<file path="src/hw/rtl/tgc_pkg.sv">
// ----------------------------------------------------------------------------
// Touch gesture classifier package
// Shared constants, codes and types for the gesture classifier.
// ----------------------------------------------------------------------------
package tgc_pkg;

  localparam int COORD_BITS_DEF = 12;
  localparam int FRAC_BITS_DEF  = 4;
  localparam int PATH_BITS      = 24;
  localparam int TIME_BITS      = 32;
  localparam int CFG_IDX_BITS   = 3;
  localparam int CFG_DATA_BITS  = 16;
  localparam int GEST_BITS      = 3;

  localparam logic [15:0] TAP_MAX_MIN    = 16'd80;
  localparam logic [15:0] DBL_WINDOW_MIN = 16'd120;
  localparam logic [15:0] HOLD_MIN_MIN   = 16'd400;
  localparam logic [9:0]  STILL_MIN      = 10'd4;
  localparam logic [9:0]  STROKE_MARGIN  = 10'd8;

  typedef enum logic [GEST_BITS-1:0] {
    G_NONE   = 3'd0,
    G_TAP    = 3'd1,
    G_DOUBLE = 3'd2,
    G_HOLD   = 3'd3,
    G_STROKE = 3'd4
  } gesture_t;

  typedef enum logic [CFG_IDX_BITS-1:0] {
    R_TAP_MAX    = 3'd0,
    R_DBL_WINDOW = 3'd1,
    R_HOLD_MIN   = 3'd2,
    R_STILL      = 3'd3,
    R_STROKE     = 3'd4,
    R_REACH      = 3'd5
  } reg_idx_t;

  typedef enum logic [2:0] {
    S_IDLE, S_DECIDE, S_SQX, S_SQY, S_ROOT, S_POST, S_OUT
  } state_t;

  // What the current square root is for.
  typedef enum logic [1:0] {
    J_STEP, J_DISP_DOWN, J_DISP_UP, J_TAP_DIST
  } job_t;

endpackage

</file>
<file path="src/hw/rtl/tgc_if.sv">
// ----------------------------------------------------------------------------
// Touch gesture classifier channels
// Sample input channel and gesture output channel with valid/ready.
// ----------------------------------------------------------------------------
interface tgc_in_if #(parameter int COORD_BITS = tgc_pkg::COORD_BITS_DEF);
  logic                            valid;
  logic                            ready;
  logic                            touch_down;
  logic [COORD_BITS-1:0]           pos_x;
  logic [COORD_BITS-1:0]           pos_y;
  logic [tgc_pkg::TIME_BITS-1:0]   time_ms;
  modport source (output valid, touch_down, pos_x, pos_y, time_ms, input ready);
  modport sink   (input valid, touch_down, pos_x, pos_y, time_ms, output ready);
endinterface

interface tgc_out_if;
  logic                            valid;
  logic                            ready;
  logic [tgc_pkg::GEST_BITS-1:0]   gesture;
  modport source (output valid, gesture, input ready);
  modport sink   (input valid, gesture, output ready);
endinterface

</file>
<file path="src/hw/rtl/touch_gesture_classifier_unit.sv">
// ----------------------------------------------------------------------------
// Touch gesture classifier
// Classifies touch samples into tap, double tap, hold and stroke gestures.
// ----------------------------------------------------------------------------
// Each sample passes through the accept (idle), decide and result states; a sample
// that needs a distance also runs the shared squarer and the bit-serial square
// root, at most two distances per sample.
// One item at a time: the input is ready only when the block idles.
// Reset (synchronous, rst high) clears the press, hold, tap and path state and
// restores the register defaults.
module touch_gesture_classifier_unit #(
  parameter int COORD_BITS = tgc_pkg::COORD_BITS_DEF,
  parameter int FRAC_BITS  = tgc_pkg::FRAC_BITS_DEF
) (
  input  logic                                 clk,
  input  logic                                 rst,
  tgc_in_if.sink                               in_ch,
  tgc_out_if.source                            out_ch,
  input  logic                                 cfg_we,
  input  logic [tgc_pkg::CFG_IDX_BITS-1:0]     cfg_index,
  input  logic [tgc_pkg::CFG_DATA_BITS-1:0]    cfg_data
);

  localparam int ROOT_BITS = COORD_BITS + FRAC_BITS + 1;
  localparam int VAL_BITS  = 2 * ROOT_BITS;
  localparam int REM_BITS  = ROOT_BITS + 3;
  localparam int SQ_BITS   = 2 * COORD_BITS + 1;
  localparam int CNT_BITS  = $clog2(ROOT_BITS + 1);
  localparam int TB        = tgc_pkg::TIME_BITS;
  localparam int PB        = tgc_pkg::PATH_BITS;

  // Configuration registers
  logic [15:0] tap_max_time, double_tap_window, hold_min_time;
  logic [9:0]  still_radius, stroke_min_distance, double_tap_reach;

  always_ff @(posedge clk) begin
    if (rst) begin
      tap_max_time        <= 16'd250;
      double_tap_window   <= 16'd300;
      hold_min_time       <= 16'd600;
      still_radius        <= 10'd10;
      stroke_min_distance <= 10'd24;
      double_tap_reach    <= 10'd24;
    end else if (cfg_we) begin
      case (cfg_index)
        tgc_pkg::R_TAP_MAX:
          tap_max_time <= (cfg_data < tgc_pkg::TAP_MAX_MIN) ?
                          tgc_pkg::TAP_MAX_MIN : cfg_data;
        tgc_pkg::R_DBL_WINDOW:
          double_tap_window <= (cfg_data < tgc_pkg::DBL_WINDOW_MIN) ?
                               tgc_pkg::DBL_WINDOW_MIN : cfg_data;
        tgc_pkg::R_HOLD_MIN:
          hold_min_time <= (cfg_data < tgc_pkg::HOLD_MIN_MIN) ?
                           tgc_pkg::HOLD_MIN_MIN : cfg_data;
        tgc_pkg::R_STILL:
          still_radius <= (cfg_data[9:0] < tgc_pkg::STILL_MIN) ?
                          tgc_pkg::STILL_MIN : cfg_data[9:0];
        tgc_pkg::R_STROKE: stroke_min_distance <= cfg_data[9:0];
        tgc_pkg::R_REACH:  double_tap_reach    <= cfg_data[9:0];
        default: ;
      endcase
    end
  end

  // Effective thresholds in fixed point
  logic [10:0] still_p8, stroke_eff;
  logic [9:0]  reach_eff;
  logic [63:0] still_q, stroke_q, reach_q, hold_path_lim;
  assign still_p8      = {1'b0, still_radius} + {1'b0, tgc_pkg::STROKE_MARGIN};
  assign stroke_eff    = ({1'b0, stroke_min_distance} > still_p8) ?
                         {1'b0, stroke_min_distance} : still_p8;
  assign reach_eff     = (double_tap_reach > still_radius) ? double_tap_reach : still_radius;
  assign still_q       = 64'(still_radius) << FRAC_BITS;
  assign stroke_q      = 64'(stroke_eff) << FRAC_BITS;
  assign reach_q       = 64'(reach_eff) << FRAC_BITS;
  assign hold_path_lim = still_q * 64'd9;

  // Sample and gesture state
  tgc_pkg::state_t state, state_next;
  tgc_pkg::job_t   job;
  logic                  s_down;
  logic [COORD_BITS-1:0] s_x, s_y;
  logic [TB-1:0]         s_t;
  logic                  is_pressed, hold_sent, tap_pending;
  logic [TB-1:0]         press_start_time, tap_time;
  logic [COORD_BITS-1:0] start_x, start_y, last_x, last_y, tap_x, tap_y;
  logic [PB-1:0]         path_length_q4;
  logic [tgc_pkg::GEST_BITS-1:0] gesture;

  // Shared distance unit operands and working registers
  logic [COORD_BITS-1:0] opa_x, opa_y, opb_x, opb_y;
  logic [SQ_BITS-1:0]    sq_acc;
  logic [VAL_BITS-1:0]   val;
  logic [REM_BITS-1:0]   rem;
  logic [ROOT_BITS-1:0]  root;
  logic [CNT_BITS-1:0]   cnt;

  logic [COORD_BITS-1:0]   dx, dy, sq_in;
  logic [2*COORD_BITS-1:0] sq_prod;
  logic [SQ_BITS-1:0]      sq_sum;
  logic [REM_BITS-1:0]     rem_sh, trial;
  assign dx      = (opa_x > opb_x) ? opa_x - opb_x : opb_x - opa_x;
  assign dy      = (opa_y > opb_y) ? opa_y - opb_y : opb_y - opa_y;
  assign sq_in   = (state == tgc_pkg::S_SQX) ? dx : dy;
  assign sq_prod = sq_in * sq_in;
  assign sq_sum  = sq_acc + SQ_BITS'(sq_prod);
  assign rem_sh  = {rem[REM_BITS-3:0], val[VAL_BITS-1 -: 2]};
  assign trial   = {1'b0, root, 2'b01};

  // Decision terms
  logic [TB-1:0] late_gap, dur;
  logic          late_tap;
  logic [63:0]   root_w, path_w, path_sum;
  assign late_gap = s_t - tap_time;
  assign late_tap = tap_pending && !s_down && (late_gap > TB'(double_tap_window));
  assign dur      = s_t - press_start_time;
  assign root_w   = 64'(root);
  assign path_w   = 64'(path_length_q4);
  assign path_sum = path_w + root_w;

  always_ff @(posedge clk) begin
    if (rst) state <= tgc_pkg::S_IDLE;
    else     state <= state_next;
  end

  always_comb begin
    state_next = state;
    case (state)
      tgc_pkg::S_IDLE:   if (in_ch.valid) state_next = tgc_pkg::S_DECIDE;
      tgc_pkg::S_DECIDE: begin
        if (late_tap || !is_pressed || (s_down && !is_pressed)) state_next = tgc_pkg::S_OUT;
        else if (!s_down && hold_sent) state_next = tgc_pkg::S_OUT;
        else state_next = tgc_pkg::S_SQX;
      end
      tgc_pkg::S_SQX:    state_next = tgc_pkg::S_SQY;
      tgc_pkg::S_SQY:    state_next = tgc_pkg::S_ROOT;
      tgc_pkg::S_ROOT:   if (cnt == CNT_BITS'(1)) state_next = tgc_pkg::S_POST;
      tgc_pkg::S_POST: begin
        case (job)
          tgc_pkg::J_STEP: state_next = tgc_pkg::S_SQX;
          tgc_pkg::J_DISP_UP: begin
            if (path_w < stroke_q && root_w < stroke_q && dur <= TB'(tap_max_time) &&
                root_w <= still_q && tap_pending)
              state_next = tgc_pkg::S_SQX;
            else
              state_next = tgc_pkg::S_OUT;
          end
          default: state_next = tgc_pkg::S_OUT;
        endcase
      end
      tgc_pkg::S_OUT:    if (out_ch.ready) state_next = tgc_pkg::S_IDLE;
      default:           state_next = tgc_pkg::S_IDLE;
    endcase
  end

  assign in_ch.ready    = (state == tgc_pkg::S_IDLE);
  assign out_ch.valid   = (state == tgc_pkg::S_OUT);
  assign out_ch.gesture = gesture;

  always_ff @(posedge clk) begin
    if (rst) begin
      is_pressed       <= 1'b0;
      hold_sent        <= 1'b0;
      tap_pending      <= 1'b0;
      press_start_time <= '0;
      tap_time         <= '0;
      start_x          <= '0;
      start_y          <= '0;
      last_x           <= '0;
      last_y           <= '0;
      tap_x            <= '0;
      tap_y            <= '0;
      path_length_q4   <= '0;
      job              <= tgc_pkg::J_STEP;
    end else begin
      case (state)
        tgc_pkg::S_IDLE: begin
          s_down  <= in_ch.touch_down;
          s_x     <= in_ch.pos_x;
          s_y     <= in_ch.pos_y;
          s_t     <= in_ch.time_ms;
          gesture <= tgc_pkg::G_NONE;
        end
        tgc_pkg::S_DECIDE: begin
          if (late_tap) begin
            tap_pending <= 1'b0;
            gesture     <= tgc_pkg::G_TAP;
          end else if (s_down && !is_pressed) begin
            is_pressed       <= 1'b1;
            hold_sent        <= 1'b0;
            press_start_time <= s_t;
            start_x          <= s_x;
            start_y          <= s_y;
            last_x           <= s_x;
            last_y           <= s_y;
            path_length_q4   <= '0;
          end else if (s_down) begin
            job   <= tgc_pkg::J_STEP;
            opa_x <= last_x;
            opa_y <= last_y;
            opb_x <= s_x;
            opb_y <= s_y;
          end else if (is_pressed && hold_sent) begin
            is_pressed  <= 1'b0;
            hold_sent   <= 1'b0;
            tap_pending <= 1'b0;
          end else if (is_pressed) begin
            job   <= tgc_pkg::J_DISP_UP;
            opa_x <= start_x;
            opa_y <= start_y;
            opb_x <= last_x;
            opb_y <= last_y;
          end
        end
        tgc_pkg::S_SQX: sq_acc <= SQ_BITS'(sq_prod);
        tgc_pkg::S_SQY: begin
          val  <= VAL_BITS'(sq_sum) << (2 * FRAC_BITS);
          rem  <= '0;
          root <= '0;
          cnt  <= CNT_BITS'(ROOT_BITS);
        end
        tgc_pkg::S_ROOT: begin
          // One result bit per cycle, two radicand bits brought down each time.
          val <= val << 2;
          cnt <= cnt - CNT_BITS'(1);
          if (rem_sh >= trial) begin
            rem  <= rem_sh - trial;
            root <= {root[ROOT_BITS-2:0], 1'b1};
          end else begin
            rem  <= rem_sh;
            root <= {root[ROOT_BITS-2:0], 1'b0};
          end
        end
        tgc_pkg::S_POST: begin
          case (job)
            tgc_pkg::J_STEP: begin
              path_length_q4 <= (path_sum > 64'(PB'('1))) ? PB'('1) : path_sum[PB-1:0];
              last_x <= s_x;
              last_y <= s_y;
              job    <= tgc_pkg::J_DISP_DOWN;
              opa_x  <= start_x;
              opa_y  <= start_y;
              opb_x  <= s_x;
              opb_y  <= s_y;
            end
            tgc_pkg::J_DISP_DOWN: begin
              if (!hold_sent && dur >= TB'(hold_min_time) && root_w <= still_q &&
                  path_w * 64'd5 <= hold_path_lim) begin
                hold_sent   <= 1'b1;
                tap_pending <= 1'b0;
                gesture     <= tgc_pkg::G_HOLD;
              end
            end
            tgc_pkg::J_DISP_UP: begin
              is_pressed <= 1'b0;
              if (path_w >= stroke_q || root_w >= stroke_q) begin
                tap_pending <= 1'b0;
                gesture     <= tgc_pkg::G_STROKE;
              end else if (dur <= TB'(tap_max_time) && root_w <= still_q) begin
                if (tap_pending) begin
                  job   <= tgc_pkg::J_TAP_DIST;
                  opa_x <= start_x;
                  opa_y <= start_y;
                  opb_x <= tap_x;
                  opb_y <= tap_y;
                end else begin
                  tap_pending <= 1'b1;
                  tap_time    <= s_t;
                  tap_x       <= start_x;
                  tap_y       <= start_y;
                end
              end
            end
            default: begin
              if (late_gap <= TB'(double_tap_window) && root_w <= reach_q) begin
                tap_pending <= 1'b0;
                gesture     <= tgc_pkg::G_DOUBLE;
              end else begin
                tap_pending <= 1'b1;
                tap_time    <= s_t;
                tap_x       <= start_x;
                tap_y       <= start_y;
              end
            end
          endcase
        end
        default: ;
      endcase
    end
  end

endmodule

</file>
<file path="src/flat_wrapper.sv">
// flat-port wrapper written by rule: the top's interface ports become plain ports
module touch_gesture_classifier_unit_flat 
#(
  parameter int COORD_BITS = tgc_pkg::COORD_BITS_DEF,
  parameter int FRAC_BITS  = tgc_pkg::FRAC_BITS_DEF
)
  (clk, rst, cfg_we, cfg_index, cfg_data, in_ch_valid, in_ch_touch_down, in_ch_pos_x, in_ch_pos_y, in_ch_time_ms, in_ch_ready, out_ch_valid, out_ch_gesture, out_ch_ready);
  tgc_in_if #(.COORD_BITS(COORD_BITS)) in_ch_i ();
  tgc_out_if out_ch_i ();
  input  logic clk;
  input  logic rst;
  input  logic cfg_we;
  input  logic [tgc_pkg::CFG_IDX_BITS-1:0] cfg_index;
  input  logic [tgc_pkg::CFG_DATA_BITS-1:0] cfg_data;
  input wire logic [$bits(in_ch_i.valid)-1:0] in_ch_valid;
  input wire logic [$bits(in_ch_i.touch_down)-1:0] in_ch_touch_down;
  input wire logic [$bits(in_ch_i.pos_x)-1:0] in_ch_pos_x;
  input wire logic [$bits(in_ch_i.pos_y)-1:0] in_ch_pos_y;
  input wire logic [$bits(in_ch_i.time_ms)-1:0] in_ch_time_ms;
  output wire logic [$bits(in_ch_i.ready)-1:0] in_ch_ready;
  output wire logic [$bits(out_ch_i.valid)-1:0] out_ch_valid;
  output wire logic [$bits(out_ch_i.gesture)-1:0] out_ch_gesture;
  input wire logic [$bits(out_ch_i.ready)-1:0] out_ch_ready;
  assign in_ch_i.valid = in_ch_valid;
  assign in_ch_i.touch_down = in_ch_touch_down;
  assign in_ch_i.pos_x = in_ch_pos_x;
  assign in_ch_i.pos_y = in_ch_pos_y;
  assign in_ch_i.time_ms = in_ch_time_ms;
  assign in_ch_ready = in_ch_i.ready;
  assign out_ch_valid = out_ch_i.valid;
  assign out_ch_gesture = out_ch_i.gesture;
  assign out_ch_i.ready = out_ch_ready;
  touch_gesture_classifier_unit #(.COORD_BITS(COORD_BITS), .FRAC_BITS(FRAC_BITS)) u_core (.clk(clk), .rst(rst), .in_ch(in_ch_i), .out_ch(out_ch_i), .cfg_we(cfg_we), .cfg_index(cfg_index), .cfg_data(cfg_data));
endmodule
</file>
<file path="config.mk">
export PLATFORM = sky130hd
export DESIGN_NAME = touch_gesture_classifier_unit_flat
export DESIGN_NICKNAME = d
export VERILOG_FILES = /design/src/hw/rtl/tgc_pkg.sv /design/src/hw/rtl/tgc_if.sv /design/src/hw/rtl/touch_gesture_classifier_unit.sv /design/src/flat_wrapper.sv
export SDC_FILE = /design/constraint.sdc
export NUM_CORES = 2
export LEC_CHECK = 0
export BUFFER_PORTS_ARGS = -buffer_cell sky130_fd_sc_hd__buf_2
export CORE_UTILIZATION = 35
export DETAILED_ROUTE_END_ITERATION = 8
export GPL_ROUTABILITY_DRIVEN = 1
export PLACE_DENSITY = 0.46
export SLEW_MARGIN = 20
export SYNTH_ARGS = -nofsm -noshare
export SYNTH_HDL_FRONTEND = slang
export SYNTH_SLANG_ARGS = --single-unit
</file>
<file path="constraint.sdc">
create_clock -name clk -period 25.6 [get_ports clk]
set_clock_uncertainty 0.1 [all_clocks]
set_input_delay 1.28 -clock clk [delete_from_list [all_inputs] [get_ports clk]]
set_output_delay 1.28 -clock clk [all_outputs]
set_load 0.005 [all_outputs]
</file>
==> summary by stage <==
STA
Summed over all failing endpoints, the final setup total negative slack is 0 ps. The transition time at the pin with the least slew margin is 1130 ps. The worst path needs 10520 ps of the cycle, external delays included. The total count of hold-check failures in the final report was 0.

After layout, the worst path uses 41.1% of the clock period. The relative max-transition margin is 24.6%. Setup violations remaining at the end of the flow were counted as 0. The worst path meets setup with 15080 ps of slack. The number of slew-limit violations in the final report came to 0. Static timing analysis puts the maximum clock frequency at 95.1 MHz. Setup repair after global routing left no endpoint under its margin.

Clock network
The number of setup buffers added after CTS is 0. In this run the number of H-tree levels came out at 2. The clock drives 443 sinks.

Counting along the longest clock path gives a buffer depth of 3. The TritonCTS clock tree is built. The number of buffers created by CTS is 55. The hold buffer count at CTS is 0. CTS placed an instance of clkbuf_16 at the clock tree root. The later-pin clock latency in the skew report is 690 ps. Post-CTS repair changed the size of 0 cells. The clock transition time at the flip-flop clock pins of the worst setup and hold paths is 60 ps.

Detailed routing
The first routing iteration left 1350 violations. After detailed routing, the total wire length is 92.9 mm. Once detail routing completed, the nets flagged for antenna violations numbered 0.

The count of unresolved DRC violations after routing is 0. The number of detailed-routing iterations run before antenna repair is 5. Dividing the detail-routed via count by the number of cells gives 5.12. The number of vias in the routed layout is 27100. The average wire per cell in the routed design is 17.6 um.

Synthesis
After synthesis, the most frequently instantiated cells are nand2_1, ha_1, inv_1. The largest area contributor in the netlist is edfxtp_1. Counting flops and latches in the post-synthesis netlist gives 443.

Among all cell types in the netlist, the one instantiated most often is nand2_1. The cell area that synthesis handed to floorplanning was 0.0345 mm^2. By area the synthesized netlist is led by edfxtp_1, ha_1, dfxtp_1.

The count of flip-flops with a built-in enable after synthesis is 197. Synthesis produced a netlist with a net count of 4535. Each instance of the synthesized netlist takes up on average 8.72 um^2. The warning count from the yosys run is 0.

For this run, the leading register cell type out of synthesis is dfxtp_1. The distinct cell type count after synthesis is 92. The fraction of the yosys area taken by sequential cells is 31.5%. The fraction of registers with async set/reset is 0%. The top-area cell type share of the netlist area is 17.2%. The cell count after synthesis is 3951.

Place
After legalization and detailed placement, the total HPWL measured 69.8 mm. The routability-driven placement congestion ratio is 0.849. OpenSTA, run right after detailed placement, puts the worst setup slack at 15110 ps. The number of placed instances, taps included, is 5186. In this run the tool buffered the top-level ports with 85 buffer cells.

Global route
The total congestion overflow is 0. The overall track demand over capacity in global routing is 18.7%. The number of global-route vias before repair is 26500. Entering global routing, the biggest net connects 187 pins. The initial antenna violation count is 5. The first global-routing pass estimated 148 mm of wire.

Worst hold path
The worst hold path begins at u_core.press_start_time[15]. Along the worst hold path, the cell count comes to 2. The worst hold path terminates at u_core.press_start_time[15]. The min-delay analysis places its worst path in the category reg2reg.

Outcome
The run finished with clean final reports.

Critical path
The worst setup path is launched from a flip-flop. The arrival time at the worst endpoint is 10800 ps. At the worst endpoint, the required time is 25880 ps. The category of the critical setup timing path is reg2reg. The delay of the slowest cell on the worst path is 560 ps.

The buffer and inverter count on the worst path is 7. The critical-path cell with the highest stage delay is fa_1. Along the worst path, the maximum fanout reaches 20. The worst setup path is captured at a flip-flop.

The worst register-to-register path has a depth of 45. The reg-to-reg critical path endpoint is u_core.val[32]. The flop-to-flop setup slack is 15080 ps. The reg-to-reg critical path startpoint is u_core.opa_y[0].

The critical path's top delay family is compound AO/OA/AOI/OAI gates.

Final layout
The multi-input gate area in the final layout is 0.0215 mm^2. The filler-free cell count of the finished design is 5290. From synthesis to final layout, the design area changed by 10.7%. The repair_antennas step left the layout with diodes totalling 0. The post-layout net count is 4551. The area of all sequential standard cells is 0.0108 mm^2. The layout filler cell count is 9859. Once layout is complete, the utilization of the core stands at 39.3%. The fraction of layout instances using a drive strength above 1 is 7.37%.

Floorplan
The core region is 0.0971 mm^2. The die height is 316 um. The die width is 316 um.

In this run the count of I/O pins placed on the die edge is 86. The floorplan step defined a die boundary enclosing 0.0997 mm^2. Row generation in the floorplan step produced 114 rows.

For this configuration, the core starts out at a cell density of 35.5%.

Run
The number of maximum-capacitance violations is 0.
-- cell type report --
cell class	instances	share of cell area, %
Tap cell	1276	4.19
Clock buffer	76	4.08
Timing Repair Buffer	115	1.76
Sequential cell	443	28.4
Inverter	399	3.93
Clock inverter	28	1.22
Multi-Input combinational cell	2953	56.4
-- worst max-delay path by stage --
stage	endpoint	startpoint	slack, ps	depth (start not counted)
5_1_grt	u_core.val[32]	u_core.opa_y[0]	14170	45
6_report	u_core.val[32]	u_core.opa_y[0]	15080	45
3_5_place_dp	u_core.val[32]	u_core.opa_y[0]	15110	45
4_1_cts	u_core.val[32]	u_core.opa_y[0]	15000	45
2_1_floorplan	u_core.val[32]	u_core.opa_y[0]	16300	45
3_3_place_gp	u_core.val[32]	u_core.opa_y[0]	15230	45
-- per-stage QoR --
stage	hold slack, ps	area [um^2]
3_3_place_gp	343	36100
2_1_floorplan	335	34500
5_1_grt	370	38100
6_report	353	38100
3_5_place_dp	348	36100
4_1_cts	355	38100
-- placed cells by master, fill, tap and decap left out, types with 78 or more instances in the layout --
master / count
a21o_1: 78
o21ai_0: 154
nand2b_1: 154
xnor2_1: 99
mux2i_1: 101
nor2_1: 290
ha_1: 412
fa_1: 91
dfxtp_1: 246
nand2_1: 429
a21oi_1: 351
edfxtp_1: 197
buf_2: 84
inv_1: 396
-- per-layer routing --
| layer | global-route usage, % | part of all wire (%) | up-vias |
|---|---|---|---|
| met5 | 0 | 0.0097 | - |
| met4 | 4.89 | 2.2 | 2 |
| met3 | 2.39 | 3.1 | 110 |
| met2 | 31.0 | 46 | 353 |
| met1 | 25.5 | 48 | 12800 |
| li1 | - | - | 13900 |
-- worst min-delay path, stage by stage (launching register included) --
cell     delay (ps)
dfxtp_1         310
nand2_1          50
a21oi_1          50
-- sequential cells by signal, summed over array words and instances (netlist names), 16 cells and up --
signal	count
u_core.double_tap_window	16
u_core.tap_max_time	16
u_core.s_t	32
u_core.press_start_time	32
u_core.path_length_q4	24
u_core.rem	18
u_core.root	17
u_core.sq_acc	23
u_core.hold_min_time	16
u_core.val	26
u_core.tap_time	32
-- logic make-up after synthesis --
group           Yosys count  share of synthesized area, %
compound gates          912                          16.5
xor+xnor                145                          3.69
fa+ha+maj               503                          20.2
buf+inv                 555                          6.31
flops                   443                          31.5
mux                     150                          4.57
simple gates           1243                          17.3
Power is left out: the tool's default activity adds up to more than one toggle a clock period on the data nets, which glitch-free logic cannot reach.
